**src/stc_pkg.sv**
```systemverilog
// ----------------------------------------------------------------------------
// stc_pkg
// Shared types, constants and helpers for the SMPTE timecode decoder.
// ----------------------------------------------------------------------------
package stc_pkg;

   // Configuration register map
   localparam int CSR_IDX_W  = 2;
   localparam int CSR_DATA_W = 40;
   localparam logic [CSR_IDX_W-1:0] CSR_RATE_NUM  = 2'd0;
   localparam logic [CSR_IDX_W-1:0] CSR_RATE_DEN  = 2'd1;
   localparam logic [CSR_IDX_W-1:0] CSR_FRAME_LEN = 2'd2;

   localparam int RATE_W = 31;
   localparam int FDUR_W = 40;

   localparam logic [RATE_W-1:0] RATE_NUM_RST  = 31'd30;
   localparam logic [RATE_W-1:0] RATE_DEN_RST  = 31'd1;
   localparam logic [FDUR_W-1:0] FRAME_LEN_RST = 40'd33333333;

   // Rate divider: 32-bit dividend, one quotient bit per cycle
   localparam int DIV_W  = 32;
   localparam int STEP_W = $clog2(DIV_W);
   localparam logic [STEP_W-1:0] STEP_LAST = STEP_W'(DIV_W - 1);

   // fps / 30 as (fps * ceil(2^36 / 30)) >> 36, exact for any 31-bit rate
   localparam logic [31:0] DIV30_RECIP = 32'd2290649225;
   localparam int          DIV30_SHIFT = 36;

   localparam logic [RATE_W-1:0] DROP_BASE_FPS = 31'd30;
   localparam logic [5:0]        FIELD_FPS     = 6'd50;

   localparam logic [29:0] NS_PER_SEC = 30'd1000000000;

   // Record checks
   localparam logic [4:0]  BYTE_CLIP = 5'd16;
   localparam logic [4:0]  MIN_BYTES = 5'd8;
   localparam logic [31:0] MAX_COUNT = 32'd3;

   // Timecode range limits
   localparam logic [3:0] DIGIT_MAX  = 4'd9;
   localparam logic [6:0] HOUR_MAX   = 7'd23;
   localparam logic [6:0] MINSEC_MAX = 7'd59;
   localparam logic [6:0] FRAME_MAX  = 7'd39;

   localparam int QUEUE_DEPTH = 4;

   typedef enum logic [2:0] {
      CFG_LOAD,
      CFG_DIV_FPS,
      CFG_DIV_30,
      CFG_FINISH,
      CFG_READY
   } cfg_state_type;

   // Values derived from the configuration, stable while transactions flow
   typedef struct packed {
      logic              busy;
      logic              cfg_ok;
      logic              hi_rate;
      logic              is50;
      logic              int_rate;
      logic              drop_ok;
      logic [RATE_W-1:0] fps;
      logic [31:0]       dropn;
      logic [FDUR_W-1:0] fdur;
   } cfg_info_type;

   // One classified record
   typedef struct packed {
      logic       ok;
      logic       drop;
      logic [4:0] hh;
      logic [5:0] mm;
      logic [2:0] mt;
      logic [5:0] ss;
      logic [6:0] ff;
   } item_type;

   typedef struct packed {
      logic full;
      logic empty;
   } queue_status_type;

   function automatic logic [6:0] bcd_to_bin(input logic [2:0] tens, input logic [3:0] units);
      return ({4'b0000, tens} * 7'd10) + {3'b000, units};
   endfunction

endpackage

```
**src/stc_front.sv**
```systemverilog
// ----------------------------------------------------------------------------
// stc_front
// Record and timecode checks; unpacks the BCD fields into a queue entry.
// ----------------------------------------------------------------------------
module stc_front (
   input  logic [4:0]            req_byte_count,
   input  logic [31:0]           req_word_count,
   input  logic [31:0]           req_timecode_word,
   input  stc_pkg::cfg_info_type cfg_info,
   output stc_pkg::item_type     entry
);

   logic [4:0]  size_c, need;
   logic        cnt_ok, rec_ok, digits_ok, range_ok, fld, ff_ok, skip, drop_bad;
   logic [6:0]  hh_v, mm_v, ss_v, ff_v, ff_x;
   logic [31:0] tc;

   assign tc = req_timecode_word;

   always_comb begin
      size_c = (req_byte_count > stc_pkg::BYTE_CLIP) ? stc_pkg::BYTE_CLIP : req_byte_count;
      cnt_ok = (req_word_count != 32'd0) && (req_word_count <= stc_pkg::MAX_COUNT);
      need   = ({3'b000, req_word_count[1:0]} + 5'd1) << 2;
      rec_ok = (size_c >= stc_pkg::MIN_BYTES) && cnt_ok && (size_c >= need);

      // hours 5:0, minutes 14:8, seconds 22:16, frames 29:24
      hh_v = stc_pkg::bcd_to_bin({1'b0, tc[5:4]}, tc[3:0]);
      mm_v = stc_pkg::bcd_to_bin(tc[14:12], tc[11:8]);
      ss_v = stc_pkg::bcd_to_bin(tc[22:20], tc[19:16]);
      ff_v = stc_pkg::bcd_to_bin({1'b0, tc[29:28]}, tc[27:24]);

      digits_ok = (tc[3:0] <= stc_pkg::DIGIT_MAX) && (tc[11:8] <= stc_pkg::DIGIT_MAX)
                  && (tc[19:16] <= stc_pkg::DIGIT_MAX) && (tc[27:24] <= stc_pkg::DIGIT_MAX);
      range_ok  = (hh_v <= stc_pkg::HOUR_MAX) && (mm_v <= stc_pkg::MINSEC_MAX)
                  && (ss_v <= stc_pkg::MINSEC_MAX) && (ff_v <= stc_pkg::FRAME_MAX);

      // field bit sits in bit 7 at exactly 50 fps, bit 23 otherwise
      fld   = cfg_info.is50 ? tc[7] : tc[23];
      ff_x  = cfg_info.hi_rate ? {ff_v[5:0], fld} : ff_v;
      ff_ok = {24'd0, ff_x} < cfg_info.fps;

      // skipped label: frame < dropn at second 0, minute not a multiple of ten
      skip     = (ss_v == 7'd0) && (tc[11:8] != 4'd0) && ({25'd0, ff_x} < cfg_info.dropn);
      drop_bad = tc[30] && (!cfg_info.drop_ok || skip);

      entry.ok   = rec_ok && cfg_info.cfg_ok && digits_ok && range_ok && ff_ok && !drop_bad;
      entry.drop = tc[30];
      entry.hh   = hh_v[4:0];
      entry.mm   = mm_v[5:0];
      entry.mt   = tc[14:12];
      entry.ss   = ss_v[5:0];
      entry.ff   = ff_x;
   end

endmodule

```
**config.mk**
```make
export PLATFORM = sky130hd
export DESIGN_NAME = stc_front
export DESIGN_NICKNAME = d
export VERILOG_FILES = /design/src/stc_pkg.sv /design/src/stc_front.sv
export SDC_FILE = /design/constraint.sdc
export NUM_CORES = 1
export LEC_CHECK = 0
export ABC_AREA = 1
export BUFFER_PORTS_ARGS = -buffer_cell sky130_fd_sc_hd__buf_2
export CAP_MARGIN = 20
export CORE_AREA = 2 2 79 81
export DETAILED_ROUTE_END_ITERATION = 12
export DIE_AREA = 0 0 81 83
export PLACE_DENSITY = 0.72
export SETUP_SLACK_MARGIN = 0.05
export SLEW_MARGIN = 10
export SYNTH_ARGS = -nofsm -noshare
export SYNTH_HDL_FRONTEND = slang
export SYNTH_SLANG_ARGS = --single-unit
export TNS_END_PERCENT = 100
```
**constraint.sdc**
```tcl
create_clock -name vclk -period 2.7
set_input_delay 0.54 -clock vclk [all_inputs]
set_output_delay 0.54 -clock vclk [all_outputs]
set_load 0.01 [all_outputs]
```
==> flow_summary.ini <==
[floorplan]
die_w_um = 81
rows = 28
core_region_area_sq_um = 5820
dieArea_sq_um = 6720
initial_core_util_pct = 26.3
die_y_um = 83
io_pins = 207

[cells_and_area]
drive_gt1_share_pct = 51.5
clkbuf_count = 0
seq_area_sq_um = 0
seq_cells = 0
layout.nets = 650
n_antenna_cell = 0
fin_area_sq_um = 2760
fin_cells = 506
area_delta_synth_final_pct = 80.6
fin_util_pct = 47.5

[yosys]
syn_avg_cell_area_sq_um = 6.15
ys_seq_area_share_pct = 0
syn_inst = 249
synth_warnings = 0
syn_nets = 466
syn_area_sq_um = 1530
synthDistinctLibCells = 28

[power_and_ir_drop]
comb_power_share_pct = 100.0
p_leak_uw = 0.00163
clockPowerShare_pct = 0
p_sw_uw = 265
internal_power_uw = 281
seqPwrFrac_pct = 0
sw_frac_of_total_pct = 48.5
irDropWorstVdd_mv = 0.124
p_per_area_nw_per_um2 = 198

[placed_design]
place_area_sq_um = 2630
io_buffers = 160
dp.cells = 505
dp_hpwl_mm = 4.83
place_congestion = 0.825

[outcome]
status = complete, but fails checks
violations = setup timing

[drt]
drtPass1Iterations = 4
remaining_drc_errors = 0
wire_per_inst_um = 10.5
routed_via_density = 4.41
drt-total-wl_mm = 5.30
dr.first_iter.drc_count = 31
antenna_left = 0
vias = 2233

[sta]
hold_viol = 0
slew_violations = 0
tns_ns = -0.454
worst_pin_slew_ns = 0.267
final.min_clock_period_ns = 3.15
rsz0062_at_grt = yes
layout_setup_ws_ns = -0.454
period_share_pct = 117
fmax_mhz = 317
slew_headroom_pct = 82.0
setup_viol = 1

[worst_setup_path]
critPathLaunch = req_timecode_word[28]
crit_arrival_ns = 2.61
end_kind = output pin
crit_end = entry[28]
worstSetupPathType = in -> out
cp.required_ns = 2.16
cp-start-kind = primary input
crit_fanout = 3

[grt]
antenna_found_initial = 0
grt_pass1_vias = 2133
grt_max_degree = 7
grt_pass1_wl_mm = 8.39
track_usage_pct = 14.6
overflow = 0

[min_path]
hold_path.class = in -> out

[run]
maxCapViolCount = 0
how the worst min path moves through the flow:
stage | cells after the start | startpoint | endpoint
finish | 0 | req_timecode_word[0] | entry[22]
global route | 0 | req_timecode_word[0] | entry[22]
CTS | 0 | req_timecode_word[0] | entry[22]
detailed placement | 0 | req_timecode_word[0] | entry[22]
global placement | 0 | req_timecode_word[0] | entry[22]
floorplan | 1 | req_timecode_word[30] | entry[28]
worst max-delay path, stage by stage:
cell and delay [ns]:
buf_8 0.11, ha_4 0.16, fa_2 0.39, nand2_2 0.09, a21oi_2 0.06, inv_2 0.08, nor2_4 0.06, ha_4 0.27
inv_4 0.03, nor2_4 0.11, and3_4 0.19, nand2_2 0.05, nand2_2 0.07, nand2_2 0.06, nand2_1 0.06, nand2_1 0.06
a21oi_2 0.12, buf_2 0.13
power by group through the flow:
stage,Sequential [uW],Clock [uW],Combinational [uW]
floorplan,0,0,254
detailed placement,0,0,509
CTS,0,0,517
global route,0,0,617
global placement,0,0,495
finish,0,0,547
cell families (layout without fill, tap and decap cells):
| family | after synthesis | in the layout | share of synthesized area, % |
|---|---|---|---|
| XOR/XNOR | 9 | 9 | 5.64 |
| AND/OR/NAND/NOR | 115 | 115 | 33.8 |
| AO/OA/AOI/OAI | 31 | 31 | 11.5 |
| buffers and inverters | 55 | 237 | 15.2 |
| adder cells (fa/ha/maj) | 39 | 39 | 33.9 |
final cells by class:
cell class / count / area, sq um
multi-input cells: 194 / 1450
fillers: 600 / 3050
inverters: 47 / 179
well taps: 75 / 93.8
repair buffers: 190 / 1040
routing by layer:
metal	share of wire, %	global-route usage [%]	vias up
li1	-	-	1187
met1	39	16.8	966
met2	54	30.0	80
met3	6.9	0.543	0
met4	0	0.308	0
met5	0	0	-
placed cells by master, fill, tap and decap left out, drive strengths merged, types with 2 or more instances in the layout:
cell type / netlist / routed
a21oi: 10 / 10
buf: 7 / 190
fa: 4 / 4
ha: 35 / 35
inv: 47 / 47
nand2: 46 / 46
nand3: 13 / 13
nand4: 7 / 7
nor2: 27 / 27
nor3: 3 / 3
nor4: 15 / 15
o21a: 2 / 2
o21ai: 15 / 15
or2: 2 / 2
xor2: 8 / 8
Yosys cell counts:
| master | instances | area share, % |
|---|---|---|
| a21boi_0 | 1 | 0.49 |
| a21o_1 | 1 | 0.49 |
| a21oi_1 | 9 | 2.9 |
| a21oi_2 | 1 | 0.57 |
| a22oi_1 | 1 | 0.49 |
| a31oi_1 | 1 | 0.41 |
| and2_1 | 1 | 0.41 |
| and3_1 | 1 | 0.41 |
| buf_4 | 7 | 3.4 |
| clkbuf_1 | 1 | 0.25 |
| fa_1 | 4 | 5.2 |
| ha_1 | 35 | 29 |
| inv_1 | 45 | 11 |
| inv_2 | 2 | 0.49 |
| nand2_1 | 46 | 11 |
| nand3_1 | 13 | 4.3 |
| nand4_1 | 7 | 2.9 |
| nor2_1 | 27 | 6.6 |
| nor3_1 | 3 | 0.98 |
| nor4_1 | 15 | 6.1 |
| o21a_1 | 2 | 0.98 |
| o21ai_0 | 13 | 4.3 |
| o21ai_1 | 1 | 0.33 |
| o21ai_2 | 1 | 0.57 |
| or2_1 | 2 | 0.82 |
| xnor2_1 | 1 | 0.57 |
| xor2_1 | 7 | 4.0 |
| xor2_2 | 1 | 1.1 |
metrics by stage:
stage / setup WS [ns] / hold WS, ns / total power, uW
2_1_floorplan: -0.196 / 1.13 / 254
3_3_place_gp: -0.523 / 1.08 / 495
3_5_place_dp: -0.574 / 1.08 / 509
4_1_cts: -0.498 / 1.08 / 517
5_1_grt: -0.587 / 1.08 / 617
6_report: -0.454 / 1.08 / 547
what timing repair did:
| action | in CTS | in global routing |
|---|---|---|
| pin swaps | 9 | 20 |
| hold buffers | 0 | 0 |
| setup buffers | 0 | 1 |
| endpoints found under the setup margin | 1 | 2 |
| resized for setup | 5 | 25 |
No activity file was read; power rests on OpenSTA's default activity.
