[config.mk]
export PLATFORM = sky130hd
export DESIGN_NAME = stc_queue
export DESIGN_NICKNAME = d
export VERILOG_FILES = /design/src/stc_pkg.sv /design/src/stc_queue.sv
export SDC_FILE = /design/constraint.sdc
export NUM_CORES = 1
export LEC_CHECK = 0
export ABC_AREA = 1
export BUFFER_PORTS_ARGS = -buffer_cell sky130_fd_sc_hd__buf_2
export CAP_MARGIN = 10
export CELL_PAD_IN_SITES_DETAIL_PLACEMENT = 0
export CELL_PAD_IN_SITES_GLOBAL_PLACEMENT = 1
export CORE_MARGIN = 2
export CORE_UTILIZATION = 50
export CTS_BUF_LIST = sky130_fd_sc_hd__clkbuf_4 sky130_fd_sc_hd__clkbuf_8
export CTS_CLUSTER_SIZE = 16
export DETAILED_ROUTE_END_ITERATION = 8
export PLACE_DENSITY_LB_ADDON = 0.25
export SYNTH_ARGS = -nofsm -noshare
export SYNTH_HDL_FRONTEND = slang
export SYNTH_SLANG_ARGS = --single-unit
[constraint.sdc]
create_clock -name clock -period 1.85 [get_ports clock]
set_input_delay 0.2775 -clock clock [delete_from_list [all_inputs] [get_ports clock]]
set_output_delay 0.2775 -clock clock [all_outputs]
set_load 0.01 [all_outputs]
[src/stc_pkg.sv]
// ----------------------------------------------------------------------------
// stc_pkg
// Shared types, constants and helpers for the SMPTE timecode decoder.
// ----------------------------------------------------------------------------
package stc_pkg;

   // Configuration register map
   localparam int CSR_IDX_W  = 2;
   localparam int CSR_DATA_W = 40;
   localparam logic [CSR_IDX_W-1:0] CSR_RATE_NUM  = 2'd0;
   localparam logic [CSR_IDX_W-1:0] CSR_RATE_DEN  = 2'd1;
   localparam logic [CSR_IDX_W-1:0] CSR_FRAME_LEN = 2'd2;

   localparam int RATE_W = 31;
   localparam int FDUR_W = 40;

   localparam logic [RATE_W-1:0] RATE_NUM_RST  = 31'd30;
   localparam logic [RATE_W-1:0] RATE_DEN_RST  = 31'd1;
   localparam logic [FDUR_W-1:0] FRAME_LEN_RST = 40'd33333333;

   // Rate divider: 32-bit dividend, one quotient bit per cycle
   localparam int DIV_W  = 32;
   localparam int STEP_W = $clog2(DIV_W);
   localparam logic [STEP_W-1:0] STEP_LAST = STEP_W'(DIV_W - 1);

   // fps / 30 as (fps * ceil(2^36 / 30)) >> 36, exact for any 31-bit rate
   localparam logic [31:0] DIV30_RECIP = 32'd2290649225;
   localparam int          DIV30_SHIFT = 36;

   localparam logic [RATE_W-1:0] DROP_BASE_FPS = 31'd30;
   localparam logic [5:0]        FIELD_FPS     = 6'd50;

   localparam logic [29:0] NS_PER_SEC = 30'd1000000000;

   // Record checks
   localparam logic [4:0]  BYTE_CLIP = 5'd16;
   localparam logic [4:0]  MIN_BYTES = 5'd8;
   localparam logic [31:0] MAX_COUNT = 32'd3;

   // Timecode range limits
   localparam logic [3:0] DIGIT_MAX  = 4'd9;
   localparam logic [6:0] HOUR_MAX   = 7'd23;
   localparam logic [6:0] MINSEC_MAX = 7'd59;
   localparam logic [6:0] FRAME_MAX  = 7'd39;

   localparam int QUEUE_DEPTH = 4;

   typedef enum logic [2:0] {
      CFG_LOAD,
      CFG_DIV_FPS,
      CFG_DIV_30,
      CFG_FINISH,
      CFG_READY
   } cfg_state_type;

   // Values derived from the configuration, stable while transactions flow
   typedef struct packed {
      logic              busy;
      logic              cfg_ok;
      logic              hi_rate;
      logic              is50;
      logic              int_rate;
      logic              drop_ok;
      logic [RATE_W-1:0] fps;
      logic [31:0]       dropn;
      logic [FDUR_W-1:0] fdur;
   } cfg_info_type;

   // One classified record
   typedef struct packed {
      logic       ok;
      logic       drop;
      logic [4:0] hh;
      logic [5:0] mm;
      logic [2:0] mt;
      logic [5:0] ss;
      logic [6:0] ff;
   } item_type;

   typedef struct packed {
      logic full;
      logic empty;
   } queue_status_type;

   function automatic logic [6:0] bcd_to_bin(input logic [2:0] tens, input logic [3:0] units);
      return ({4'b0000, tens} * 7'd10) + {3'b000, units};
   endfunction

endpackage

[src/stc_queue.sv]
// ----------------------------------------------------------------------------
// stc_queue
// Small FIFO between the classifying front and the arithmetic back end.
// ----------------------------------------------------------------------------
module stc_queue #(
   parameter int DEPTH = stc_pkg::QUEUE_DEPTH
) (
   input  logic                      clock,
   input  logic                      reset,
   input  logic                      push,
   input  stc_pkg::item_type         push_item,
   input  logic                      pop,
   output stc_pkg::item_type         pop_item,
   output stc_pkg::queue_status_type status
);

   localparam int PTR_W = $clog2(DEPTH);
   localparam int CNT_W = $clog2(DEPTH + 1);

   stc_pkg::item_type mem_ff [DEPTH];

   logic [PTR_W-1:0] wr_ff, wr_in, rd_ff, rd_in;
   logic [CNT_W-1:0] cnt_ff, cnt_in;

   always_comb begin
      wr_in = wr_ff;
      rd_in = rd_ff;
      if (push) begin
         wr_in = (wr_ff == PTR_W'(DEPTH - 1)) ? '0 : wr_ff + PTR_W'(1);
      end
      if (pop) begin
         rd_in = (rd_ff == PTR_W'(DEPTH - 1)) ? '0 : rd_ff + PTR_W'(1);
      end
      unique case ({push, pop})
         2'b10:   cnt_in = cnt_ff + CNT_W'(1);
         2'b01:   cnt_in = cnt_ff - CNT_W'(1);
         default: cnt_in = cnt_ff;
      endcase
   end

   always_ff @(posedge clock) begin
      if (reset) begin
         wr_ff  <= '0;
         rd_ff  <= '0;
         cnt_ff <= '0;
      end else begin
         wr_ff  <= wr_in;
         rd_ff  <= rd_in;
         cnt_ff <= cnt_in;
      end
   end

   always_ff @(posedge clock) begin
      if (push) begin
         mem_ff[wr_ff] <= push_item;
      end
   end

   assign pop_item     = mem_ff[rd_ff];
   assign status.full  = cnt_ff == CNT_W'(DEPTH);
   assign status.empty = cnt_ff == '0;

endmodule

==> results summary <==
The flow ran to the end, and the final reports show no timing, DRC or antenna violations. The total number of yosys warnings is 0. The highest fanout seen on the critical path came out at 10. The simple-gate portion of the synthesized area came out at 0.09277.

The commonest cells after synthesis are sky130_fd_sc_hd__edfxtp_1 (116), sky130_fd_sc_hd__o21ai_0 (60), sky130_fd_sc_hd__nor2_1 (34), sky130_fd_sc_hd__nor2_4 (20), sky130_fd_sc_hd__o22ai_2 (20). Averaged over all synthesized cells, the footprint is ~15 um^2. For this run, the detailed router's first-pass iteration total came to 5. The H-tree was split into 4 levels. The area of the mapped netlist came out at a little over 0.005 mm^2. The number of rows created at floorplan is 36. After synthesis, the cell types taking the most area are sky130_fd_sc_hd__edfxtp_1 (69%), sky130_fd_sc_hd__o21ai_0 (5.9%), sky130_fd_sc_hd__o22ai_2 (4.9%). After synthesis, the share of cell area in mux cells is 0. The pin count of the biggest net entering global routing came out at between 40 and 50.

In the final design database the tool counted between 400 and 500 nets. The share of post-route cells with drive strength above 1 is 0.3895. The internal power contribution is ~0.0050 W.

The HPWL after detailed placement is 5.503 mm. The CTS buffer count is 17. The first-pass GRT wire length is ~15 mm. The overall overflow remaining after global route is 0. The clock passes through at most 2 buffers. The reported max-cap violation count is 0.

Synthesis produced a netlist whose cell count is roughly 340. The fraction of the mapped netlist area in compound gates is 0.1266. The logic gate share of total power came out at 0.119. The clock transition at the registers of the reported paths is approximately 70 ps. The number of pins with negative max-slew slack in the final report is 0. The number of antenna violations at the first check in global routing came to 1. The cell with the most instances after synthesis is sky130_fd_sc_hd__edfxtp_1.

The residual antenna-violating net count after detailed routing came out at 0. The share of total power dissipated in the clock network is 0.387. On the final layout, the worst clock skew is 8.618 ps. The data arrival time of the worst path came out at 1540 ps. The share of synthesized area in the top cell type comes to 0.6869. CTS saw between 100 and 150 sinks. Of the synthesized area, sequential elements account for 0.7224. Yosys mapped a number of flops with a built-in enable equal to approximately 120. The global routing met2 resource utilization came out at 0.3077.

The net load switching power came out at between 0.0015 and 0.002 W. The average via count per standard cell came out at 5.308. Of the total synthesized cell area, the portion taken by full adders, half adders and majority gates is 0.01875.

For this block, the via count after detailed routing is 3,036. In the global route stage, overall resource usage came out at 0.1808. The placeable core area came out at between 0.009 and 0.01 mm^2. The post-placement setup slack came out at approximately 280 ps. The share of total power dissipated in sequential elements is 0.494. The tightest min-delay check is of the in2reg type. The die covers about 0.011 mm^2. Counting every net in the synthesized netlist gives approximately 380.

The achievable frequency came out at 549.0 MHz. Setup repair after global routing could not meet its margin everywhere. The proportion of synthesized flip-flops having asynchronous set or reset is 0. The initial detailed-routing violation count is between 200 and 250. The global-route layer with the greatest usage is met2. The total I/O pin count came out at between 60 and 70. The number of hold violations in the final report was 0. The data required time of the critical path is 1570 ps. The count of input and output buffers is 63.

The later pin in the worst-skew pair is clocked with a latency of 410 ps. The die is 104.7 um tall. Setup violations remaining at the end of the flow were counted as 0. The number of standard cells in the final layout excluding fillers came out at 572. The wire length per cell after detailed routing is about 17 um. The slew at the pin with the worst max-slew slack is roughly 370 ps. The synthesis-stage register bit count is 125. The initial cell density of the core came out at 0.5164. The part of the cycle the worst path needs came out at 0.9846. The final weighted congestion of routability-driven global placement came out at ~0.73.

In the global route stage, met1 resource usage came out at 0.2226. Power spread over the standard cell area amounts to around 1100 mW/mm^2. The width of the die is between 100 and 150 um. Of the total synthesized cell area, the portion taken by XOR and XNOR cells is 0. The main flop type after synthesis is sky130_fd_sc_hd__edfxtp_1.

For this design the static power due to leakage is ~2.3 nW. The critical path is of the reg2out type. VDD sags by at most a little over 0.0007 V. The shortest clock period the worst path allows after layout is 1821 ps.

The global-route met3 utilization is 0.05053. The kind of start point of the critical path is a register. The setup slack of the most critical reg-to-reg path is roughly 400 ps. By area, the combinational part of the netlist is dominated by compound AO/OA/AOI/OAI gates. The number of instances in the placed design came out at about 530. The growth of design area from synthesis to finish came out at 22.38%. The total wire length after detailed routing is between 9 and 10 mm. In the routed design, unresolved DRC markers number 0.

TritonCTS built the clock tree. The number of antenna repair diodes is 0. STA classifies the critical path endpoint as an output pin. The switching part of the total is 0.2395. Headroom to the max-slew limit came out at 0.7520.

The number of global-route vias before repair came out at 2,933. The root buffer cell chosen for the clock tree is sky130_fd_sc_hd__clkbuf_8. In this run, distinct cell masters in the synthesized netlist total 23. The post-layout worst setup margin came out at approximately 29 ps. The library cell with the largest summed area after synthesis is sky130_fd_sc_hd__edfxtp_1.
==> cells in the final DEF, fill, tap and decap left out, types with 2 or more instances in the layout <==
| cell | netlist | layout |
|---|---|---|
| sky130_fd_sc_hd__dfxtp_1 | 9 | 7 |
| sky130_fd_sc_hd__nor3_1 | 4 | 4 |
| sky130_fd_sc_hd__clkinv_1 | 0 | 2 |
| sky130_fd_sc_hd__buf_12 | 2 | 4 |
| sky130_fd_sc_hd__ha_1 | 6 | 6 |
| sky130_fd_sc_hd__clkinv_4 | 0 | 4 |
| sky130_fd_sc_hd__inv_1 | 15 | 15 |
| sky130_fd_sc_hd__buf_2 | 11 | 63 |
| sky130_fd_sc_hd__o21ai_0 | 60 | 42 |
| sky130_fd_sc_hd__nor2_2 | 9 | 9 |
| sky130_fd_sc_hd__o21ai_2 | 0 | 3 |
| sky130_fd_sc_hd__clkbuf_16 | 0 | 4 |
| sky130_fd_sc_hd__buf_4 | 1 | 10 |
| sky130_fd_sc_hd__o21ai_1 | 2 | 17 |
| sky130_fd_sc_hd__o22ai_1 | 9 | 9 |
| sky130_fd_sc_hd__inv_6 | 0 | 2 |
| sky130_fd_sc_hd__nor2_1 | 34 | 34 |
| sky130_fd_sc_hd__a21oi_1 | 5 | 5 |
| sky130_fd_sc_hd__edfxtp_1 | 116 | 116 |
| sky130_fd_sc_hd__bufinv_16 | 0 | 4 |
| sky130_fd_sc_hd__nor2_4 | 20 | 20 |
| sky130_fd_sc_hd__clkbuf_8 | 0 | 17 |
| sky130_fd_sc_hd__buf_16 | 0 | 2 |
| sky130_fd_sc_hd__clkinvlp_4 | 0 | 3 |
| sky130_fd_sc_hd__nand2_1 | 8 | 8 |
| sky130_fd_sc_hd__o22ai_2 | 20 | 20 |
==> through the flow <==
| stage | hold slack (ps) | power [W] | instance area, um^2 | util | setup TNS, ps |
|---|---|---|---|---|---|
| 2_1_floorplan | 349.9 | 0.003755 | 5071 | - | 0 |
| 3_3_place_gp | 486.4 | 0.004016 | 5585 | 0.5688 | 0 |
| 3_5_place_dp | 476.5 | 0.004035 | 5585 | 0.5688 | 0 |
| 4_1_cts | 19.78 | 0.006615 | 6092 | 0.6204 | -8.148 |
| 5_1_grt | 20.63 | 0.006873 | 6206 | 0.6320 | -430.8 |
| 6_report | 52.38 | 0.006608 | 6206 | 0.6320 | 0 |
==> timing repair <==
action / 4_1_cts / 5_1_grt
buffers inserted: 1 / 0
hold buffers: 0 / 0
gates resized for setup: 29 / 4
setup endpoints to repair: 29 / 28
pin swaps: 0 / 1
cloned: 1 / 4
==> state kept, by name, summed over array words and instances, names as in the netlist, named ones only <==
name,flops
mem_ff,116
cnt_ff,3
rd_ff,2
wr_ff,2
==> routing by layer <==
layer,routed length (um),share of wire
met1,4301,0.44
met2,5095,0.52
met3,413,0.042
met4,71,0.0072
met5,0,0
==> power by group through the flow <==
stage / Combinational (W) / Clock [W] / Sequential, W
after floorplan: 0.000440 / 0 / 0.00331
after global routing: 0.000861 / 0.00274 / 0.00327
after global placement: 0.000699 / 0 / 0.00332
final: 0.000785 / 0.00256 / 0.00326
after CTS: 0.000750 / 0.00260 / 0.00326
after detailed placement: 0.000715 / 0 / 0.00332
==> critical path, stage by stage (launching register included) <==
cell and delay (ps):
sky130_fd_sc_hd__dfxtp_4 430, sky130_fd_sc_hd__inv_8 100, sky130_fd_sc_hd__clkbuf_16 180, sky130_fd_sc_hd__o21ai_1 180, sky130_fd_sc_hd__o22ai_2 100, sky130_fd_sc_hd__buf_2 150
==> path summary, 6_finish.rpt <==
check	from	to	cells past startpoint
min	reset	wr_ff[0]	2
max reg2reg	wr_ff[0]	mem_ff[2][15]	5
min reg2reg	wr_ff[1]	wr_ff[1]	2
max	register	pop_item[11]	5
==> area by class of cell <==
cell class                 instances  area (um^2)
sequential                       125         3669
fill                             762         3613
multi-input combinational        180         1219
timing repair buffer              84        636.9
clock buffer                      18        241.5
clock inverter                    14        193.9
tap                              133        166.4
inverter                          18        80.08
==> kinds of logic after synthesis <==
kind of cell,after synthesis
adders and majority gates,7
DFF,125
buffers and inverters,36
AOI/OAI and AO/OA,96
and+or+nand+nor,77
No activity file was read; power rests on OpenSTA's default activity.
