`src/stc_pkg.sv`:
```
// ----------------------------------------------------------------------------
// stc_pkg
// Shared types, constants and helpers for the SMPTE timecode decoder.
// ----------------------------------------------------------------------------
package stc_pkg;

   // Configuration register map
   localparam int CSR_IDX_W  = 2;
   localparam int CSR_DATA_W = 40;
   localparam logic [CSR_IDX_W-1:0] CSR_RATE_NUM  = 2'd0;
   localparam logic [CSR_IDX_W-1:0] CSR_RATE_DEN  = 2'd1;
   localparam logic [CSR_IDX_W-1:0] CSR_FRAME_LEN = 2'd2;

   localparam int RATE_W = 31;
   localparam int FDUR_W = 40;

   localparam logic [RATE_W-1:0] RATE_NUM_RST  = 31'd30;
   localparam logic [RATE_W-1:0] RATE_DEN_RST  = 31'd1;
   localparam logic [FDUR_W-1:0] FRAME_LEN_RST = 40'd33333333;

   // Rate divider: 32-bit dividend, one quotient bit per cycle
   localparam int DIV_W  = 32;
   localparam int STEP_W = $clog2(DIV_W);
   localparam logic [STEP_W-1:0] STEP_LAST = STEP_W'(DIV_W - 1);

   // fps / 30 as (fps * ceil(2^36 / 30)) >> 36, exact for any 31-bit rate
   localparam logic [31:0] DIV30_RECIP = 32'd2290649225;
   localparam int          DIV30_SHIFT = 36;

   localparam logic [RATE_W-1:0] DROP_BASE_FPS = 31'd30;
   localparam logic [5:0]        FIELD_FPS     = 6'd50;

   localparam logic [29:0] NS_PER_SEC = 30'd1000000000;

   // Record checks
   localparam logic [4:0]  BYTE_CLIP = 5'd16;
   localparam logic [4:0]  MIN_BYTES = 5'd8;
   localparam logic [31:0] MAX_COUNT = 32'd3;

   // Timecode range limits
   localparam logic [3:0] DIGIT_MAX  = 4'd9;
   localparam logic [6:0] HOUR_MAX   = 7'd23;
   localparam logic [6:0] MINSEC_MAX = 7'd59;
   localparam logic [6:0] FRAME_MAX  = 7'd39;

   localparam int QUEUE_DEPTH = 4;

   typedef enum logic [2:0] {
      CFG_LOAD,
      CFG_DIV_FPS,
      CFG_DIV_30,
      CFG_FINISH,
      CFG_READY
   } cfg_state_type;

   // Values derived from the configuration, stable while transactions flow
   typedef struct packed {
      logic              busy;
      logic              cfg_ok;
      logic              hi_rate;
      logic              is50;
      logic              int_rate;
      logic              drop_ok;
      logic [RATE_W-1:0] fps;
      logic [31:0]       dropn;
      logic [FDUR_W-1:0] fdur;
   } cfg_info_type;

   // One classified record
   typedef struct packed {
      logic       ok;
      logic       drop;
      logic [4:0] hh;
      logic [5:0] mm;
      logic [2:0] mt;
      logic [5:0] ss;
      logic [6:0] ff;
   } item_type;

   typedef struct packed {
      logic full;
      logic empty;
   } queue_status_type;

   function automatic logic [6:0] bcd_to_bin(input logic [2:0] tens, input logic [3:0] units);
      return ({4'b0000, tens} * 7'd10) + {3'b000, units};
   endfunction

endpackage

```
`src/stc_cfg.sv`:
```
// ----------------------------------------------------------------------------
// stc_cfg
// Configuration registers plus the sequential rate divider that derives
// frames per second and the drop count after every write.
// ----------------------------------------------------------------------------
module stc_cfg (
   input  logic                            clock,
   input  logic                            reset,
   input  logic                            csr_valid,
   output logic                            csr_ready,
   input  logic [stc_pkg::CSR_IDX_W-1:0]   csr_index,
   input  logic [stc_pkg::CSR_DATA_W-1:0]  csr_wdata,
   output stc_pkg::cfg_info_type           cfg_info
);

   stc_pkg::cfg_state_type state_ff, state_in;

   logic [stc_pkg::RATE_W-1:0] num_ff, num_in, den_ff, den_in;
   logic [stc_pkg::FDUR_W-1:0] fdur_ff, fdur_in;

   logic [stc_pkg::STEP_W-1:0] step_ff, step_in;
   logic [stc_pkg::DIV_W-1:0]  rem_ff, rem_in, quo_ff, quo_in;
   logic [stc_pkg::RATE_W-1:0] dvs_ff, dvs_in;

   logic [stc_pkg::RATE_W-1:0] fps_ff, fps_in;
   logic [31:0]                dropn_ff, dropn_in;
   logic drop_ok_ff, drop_ok_in, hi_rate_ff, hi_rate_in, is50_ff, is50_in;
   logic int_rate_ff, int_rate_in, cfg_ok_ff, cfg_ok_in;

   logic [stc_pkg::DIV_W:0]   rem_sh, rem_dif;
   logic                      rem_ge;
   logic [stc_pkg::DIV_W-1:0] rem_nx, quo_nx;
   logic [61:0]               fps_den;
   logic [35:0]               den30;
   logic [36:0]               den50;
   logic [62:0]               fps_recip;
   logic [35:0]               drop_chk;

   assign csr_ready = 1'b1;

   // restoring division step
   assign rem_sh  = {rem_ff, quo_ff[stc_pkg::DIV_W-1]};
   assign rem_dif = rem_sh - {2'b00, dvs_ff};
   assign rem_ge  = rem_sh >= {2'b00, dvs_ff};
   assign rem_nx  = rem_ge ? rem_dif[stc_pkg::DIV_W-1:0] : rem_sh[stc_pkg::DIV_W-1:0];
   assign quo_nx  = {quo_ff[stc_pkg::DIV_W-2:0], rem_ge};

   assign fps_den = {31'd0, fps_ff} * {31'd0, den_ff};
   assign den30   = {5'd0, den_ff} * {5'd0, stc_pkg::DROP_BASE_FPS};
   assign den50   = {6'd0, den_ff} * {31'd0, stc_pkg::FIELD_FPS};

   // fps / 30 by reciprocal; dropn * 15 rebuilds fps when it divides exactly
   assign fps_recip = {32'd0, fps_ff} * {31'd0, stc_pkg::DIV30_RECIP};
   assign drop_chk  = {4'd0, dropn_ff} * 36'd15;

   always_comb begin
      state_in    = state_ff;
      num_in      = num_ff;
      den_in      = den_ff;
      fdur_in     = fdur_ff;
      step_in     = step_ff;
      rem_in      = rem_ff;
      quo_in      = quo_ff;
      dvs_in      = dvs_ff;
      fps_in      = fps_ff;
      dropn_in    = dropn_ff;
      drop_ok_in  = drop_ok_ff;
      hi_rate_in  = hi_rate_ff;
      is50_in     = is50_ff;
      int_rate_in = int_rate_ff;
      cfg_ok_in   = cfg_ok_ff;

      unique case (state_ff)
         stc_pkg::CFG_LOAD: begin
            // round to nearest: (num + den/2) / den
            quo_in   = {1'b0, num_ff} + {2'b00, den_ff[stc_pkg::RATE_W-1:1]};
            rem_in   = '0;
            dvs_in   = den_ff;
            step_in  = '0;
            state_in = stc_pkg::CFG_DIV_FPS;
         end
         stc_pkg::CFG_DIV_FPS: begin
            rem_in  = rem_nx;
            quo_in  = quo_nx;
            step_in = step_ff + stc_pkg::STEP_W'(1);
            if (step_ff == stc_pkg::STEP_LAST) begin
               fps_in   = quo_nx[stc_pkg::RATE_W-1:0];
               step_in  = '0;
               state_in = stc_pkg::CFG_DIV_30;
            end
         end
         stc_pkg::CFG_DIV_30: begin
            dropn_in = {4'd0, fps_recip[62:stc_pkg::DIV30_SHIFT], 1'b0};
            state_in = stc_pkg::CFG_FINISH;
         end
         stc_pkg::CFG_FINISH: begin
            drop_ok_in  = (dropn_ff != '0) && (drop_chk == {5'd0, fps_ff});
            int_rate_in = fps_den == {31'd0, num_ff};
            hi_rate_in  = {5'd0, num_ff} > den30;
            is50_in     = {6'd0, num_ff} == den50;
            cfg_ok_in   = (num_ff != '0) && (den_ff != '0) && (fdur_ff != '0)
                          && (fps_ff != '0);
            state_in    = stc_pkg::CFG_READY;
         end
         stc_pkg::CFG_READY: begin
         end
         default: state_in = stc_pkg::CFG_LOAD;
      endcase

      // any write restarts the derivation
      if (csr_valid) begin
         unique case (csr_index)
            stc_pkg::CSR_RATE_NUM:  num_in  = csr_wdata[stc_pkg::RATE_W-1:0];
            stc_pkg::CSR_RATE_DEN:  den_in  = csr_wdata[stc_pkg::RATE_W-1:0];
            stc_pkg::CSR_FRAME_LEN: fdur_in = csr_wdata[stc_pkg::FDUR_W-1:0];
            default: begin
            end
         endcase
         state_in = stc_pkg::CFG_LOAD;
      end
   end

   always_ff @(posedge clock) begin
      if (reset) begin
         state_ff <= stc_pkg::CFG_LOAD;
         step_ff  <= '0;
         num_ff   <= stc_pkg::RATE_NUM_RST;
         den_ff   <= stc_pkg::RATE_DEN_RST;
         fdur_ff  <= stc_pkg::FRAME_LEN_RST;
      end else begin
         state_ff <= state_in;
         step_ff  <= step_in;
         num_ff   <= num_in;
         den_ff   <= den_in;
         fdur_ff  <= fdur_in;
      end
   end

   always_ff @(posedge clock) begin
      rem_ff      <= rem_in;
      quo_ff      <= quo_in;
      dvs_ff      <= dvs_in;
      fps_ff      <= fps_in;
      dropn_ff    <= dropn_in;
      drop_ok_ff  <= drop_ok_in;
      hi_rate_ff  <= hi_rate_in;
      is50_ff     <= is50_in;
      int_rate_ff <= int_rate_in;
      cfg_ok_ff   <= cfg_ok_in;
   end

   assign cfg_info.busy     = state_ff != stc_pkg::CFG_READY;
   assign cfg_info.cfg_ok   = cfg_ok_ff;
   assign cfg_info.hi_rate  = hi_rate_ff;
   assign cfg_info.is50     = is50_ff;
   assign cfg_info.int_rate = int_rate_ff;
   assign cfg_info.drop_ok  = drop_ok_ff;
   assign cfg_info.fps      = fps_ff;
   assign cfg_info.dropn    = dropn_ff;
   assign cfg_info.fdur     = fdur_ff;

endmodule

```
`config.mk`:
```
export PLATFORM = sky130hd
export DESIGN_NAME = stc_cfg
export DESIGN_NICKNAME = d
export VERILOG_FILES = /design/src/stc_pkg.sv /design/src/stc_cfg.sv
export SDC_FILE = /design/constraint.sdc
export NUM_CORES = 2
export LEC_CHECK = 0
export BUFFER_PORTS_ARGS = -buffer_cell sky130_fd_sc_hd__clkbuf_2
export CAP_MARGIN = 20
export CORE_UTILIZATION = 50
export DETAILED_ROUTE_END_ITERATION = 8
export MAX_ROUTING_LAYER = met4
export PLACE_DENSITY_LB_ADDON = 0.25
export SLEW_MARGIN = 15
export SYNTH_ARGS = -nofsm -noshare
export SYNTH_HDL_FRONTEND = slang
export SYNTH_SLANG_ARGS = --single-unit
```
`constraint.sdc`:
```
create_clock -name clock -period 9 [get_ports clock]
set_input_delay 0.9 -clock clock [delete_from_list [all_inputs] [get_ports clock]]
set_output_delay 0.9 -clock clock [all_outputs]
set_load 0.005 [all_outputs]
```
==> flow_metrics.py <==
metrics = {
    "outcome": {
        "run_status": "complete, no violations",
    },
    "yosys": {
        "synth-async-reset-ratio_pct": 0,
        "synth_xor_area_share_pct": 3.41,
        "synth.mux.area_fraction_pct": 0.689,
        "synthCells": 6731,
        "synth_top_family_by_area": "adder cells",
        "postSynthAreaPerCell_um2": 9.19,
        "synth_compound_area_share_pct": 9.66,
        "synth_edf_count": 158,
        "synth_top_flop_cell": "edfxtp_1",
        "synth-seq-area-share_pct": 11.2,
        "yosys_warnings": 0,
        "yosys.area_share.simple_pct": 15.3,
        "ys_ff_latch": 268,
        "netlist_area_um2": 61900,
        "synthAdderAreaFrac_pct": 51.5,
        "ys_types": 84,
    },
    "critical_path": {
        "cp_max_fo": 20,
        "crit_arrival_ns": 9.08,
        "r2r-start": "fps_ff[25]$_DFFE_PP_",
        "worst-setup-path-type": "register to register",
        "endpoint_kind": "register",
        "start_kind": "register",
        "cp_data_required_time_ns": 9.41,
        "startpoint": "fps_ff[25]$_DFFE_PP_",
    },
    "clock_network": {
        "cts_tree": "built",
        "cts_sinks": 268,
        "cts_buffer_depth": 3,
        "cts_htree_levels": 2,
        "cts-root-buf": "clkbuf_16",
        "clkTransAtPathRegs_ns": 0.08,
        "numCtsBuffers": 37,
        "clkLatencyLatePin_ns": 0.60,
    },
    "global_routing": {
        "grt_pass1_vias": 52200,
        "grt_pass1_wl_um": 320000,
        "overflow": 0,
        "grt_antenna_before_repair": 6,
        "grt_max_degree": 72,
        "grt.total_usage_pct": 34.9,
    },
    "layout": {
        "syn_to_final_growth_pct": 10.6,
        "drive_above_1_share_pct": 9.97,
        "fin_nets": 8936,
        "final_util_pct": 56.0,
        "final_common_cell": "fa_1",
        "final_cell_mix": "fa_1 (1090), inv_1 (1010), nand2_1 (896), ha_1 (797), and2_1 (349)",
    },
    "floorplanning": {
        "core-area_um2": 122000,
        "fp-row-count": 128,
        "die_y_um": 354,
        "die-area_um2": 125000,
        "die_w_um": 354,
        "ios": 155,
        "initial_core_util_pct": 50.6,
    },
    "timing": {
        "finalSetupViolCount": 0,
        "holdWs_ns": 0.456,
        "rsz0062_at_grt": "no",
        "worst_pin_slew_ns": 1.02,
        "max_freq_mhz": 115,
        "period_share_pct": 96.3,
        "min_period_ns": 8.67,
        "relSlewSlack_pct": 31.3,
        "hold_viol_final": 0,
        "slew_violations": 0,
        "fin_tns_setup_ns": 0,
        "finClkSkew_ns": 0.0344,
    },
    "pwr": {
        "power.leakage_uw": 0.0300,
        "peakVddDrop_v": 0.000269,
        "p_per_area_nw_per_um2": 118,
    },
    "place": {
        "place_hpwl_um": 173000,
        "gp_congestion": 1.01,
        "numPortBuffers": 148,
    },
    "route": {
        "dr_total_vias": 50200,
        "drt-initial-drc-count": 3909,
        "wl_per_cell_um": 24.3,
        "dr.pass1.iters": 6,
        "drtAntennaViolNets": 0,
        "avgViaCountPerCell": 5.79,
        "wirelength_um": 210000,
        "drc": 0,
    },
    "min_path": {
        "min_path_type": "register to register",
        "min_from": "quo_ff[8]$_DFFE_PN_",
    },
    "job": {
        "cap_violations": 0,
    },
}
==> where the power goes <==
part | switching [uW] | leakage (uW) | internal, uW
sequential | 98.8 | 0.00258 | 1440
clock | 670 | 0.000619 | 922
combinational | 2870 | 0.0268 | 2090
total | 3640 | 0.0300 | 4450
==> logic make-up after synthesis <==
kind of cell	Yosys count
buf+inv	1333
simple gates	2012
other cells	2
flops	268
xor+xnor	240
mux	42
fa+ha+maj	1892
compound gates	942
==> final timing paths <==
path	end	slack, ns	cells past startpoint
max	int_rate_ff$_DFFE_PP_	0.33	27
min	fps_ff[9]$_DFFE_PP_	0.46	0
max reg2reg	int_rate_ff$_DFFE_PP_	0.33	27
min reg2reg	fps_ff[9]$_DFFE_PP_	0.46	0
==> through the flow <==
step	cells	instance area (um2)	setup WS [ns]	power (uW)
finish	8658	68400	0.331	8090
global route	8655	68400	0.0487	8650
CTS	8632	68000	0.0556	8000
detailed placement	8564	66800	0.0657	6350
global placement	8564	66800	0.140	6360
floorplan	6735	61900	0.477	4770
==> worst max-delay path: stages, from the launching register on <==
cell and delay [ns]:
edfxtp_1 0.51, buf_4 0.21, buf_4 0.22, and2_1 0.21
fa_1 0.50, inv_1 0.05, fa_1 0.50, fa_1 0.48
fa_1 0.50, fa_1 0.48, fa_1 0.54, inv_1 0.05
fa_1 0.43, ha_1 0.28, ha_1 0.29, a21o_1 0.21
a31o_2 0.21, a221oi_1 0.26, buf_4 0.17, o211ai_1 0.09
a2111oi_2 0.34, buf_4 0.16, o2111ai_1 0.11, a311oi_2 0.33
o2111ai_1 0.18, or4_1 0.44, or4_1 0.55, nor4_2 0.22
==> registers in the layout (all words and copies together) (netlist names) <==
signal and flops:
fdur_ff 40, quo_ff 32, rem_ff 32, den_ff 31, dvs_ff 31, fps_ff 31, num_ff 31, dropn_ff 27
step_ff 5, state_ff 3, cfg_ok_ff 1, drop_ok_ff 1, hi_rate_ff 1, int_rate_ff 1, is50_ff 1
==> per-layer routing <==
metal	routed length (um)	GRT usage [%]	share of wire (%)	vias to the layer above
met4	10100	13.1	4.8	0
met2	97800	55.5	47	2043
li1	-	-	-	22300
met5	0	-	0	-
met3	16500	5.24	7.8	449
met1	85900	45.1	41	25400
==> cell type report <==
type,instances,area (um2)
fillers,10900,53800
multi-input cells,5134,50000
diodes,5,12.5
inverters,1013,3810
clock buffers,48,1010
clock inverters,20,250
flip-flops and latches,268,6990
repair buffers,545,4320
well taps,1625,2030
==> synthesized netlist by cell type, types with 45 or more instances <==
cell type,instances,share of area [%]
ha_1,797,16
inv_1,1011,6.1
nand3_1,61,0.49
nand2_1,897,5.4
xor2_1,82,1.2
nor2_1,323,2.0
nand4_1,71,0.72
edfxtp_1,158,7.7
and2_1,349,3.5
dfxtp_1,110,3.6
clkbuf_1,302,1.8
fa_1,1095,35
o21ai_0,153,1.2
nor4_1,45,0.45
nor3_1,69,0.56
a21oi_1,345,2.8
xnor2_1,157,2.2
a21o_1,109,1.3
==> repair_timing <==
action | CTS | global route
hold buffers | 0 | 0
gates resized for setup | 0 | 38
setup buffers | 0 | 18
endpoints found under the setup margin | 0 | 1
Power figures use the tool's default switching activity.
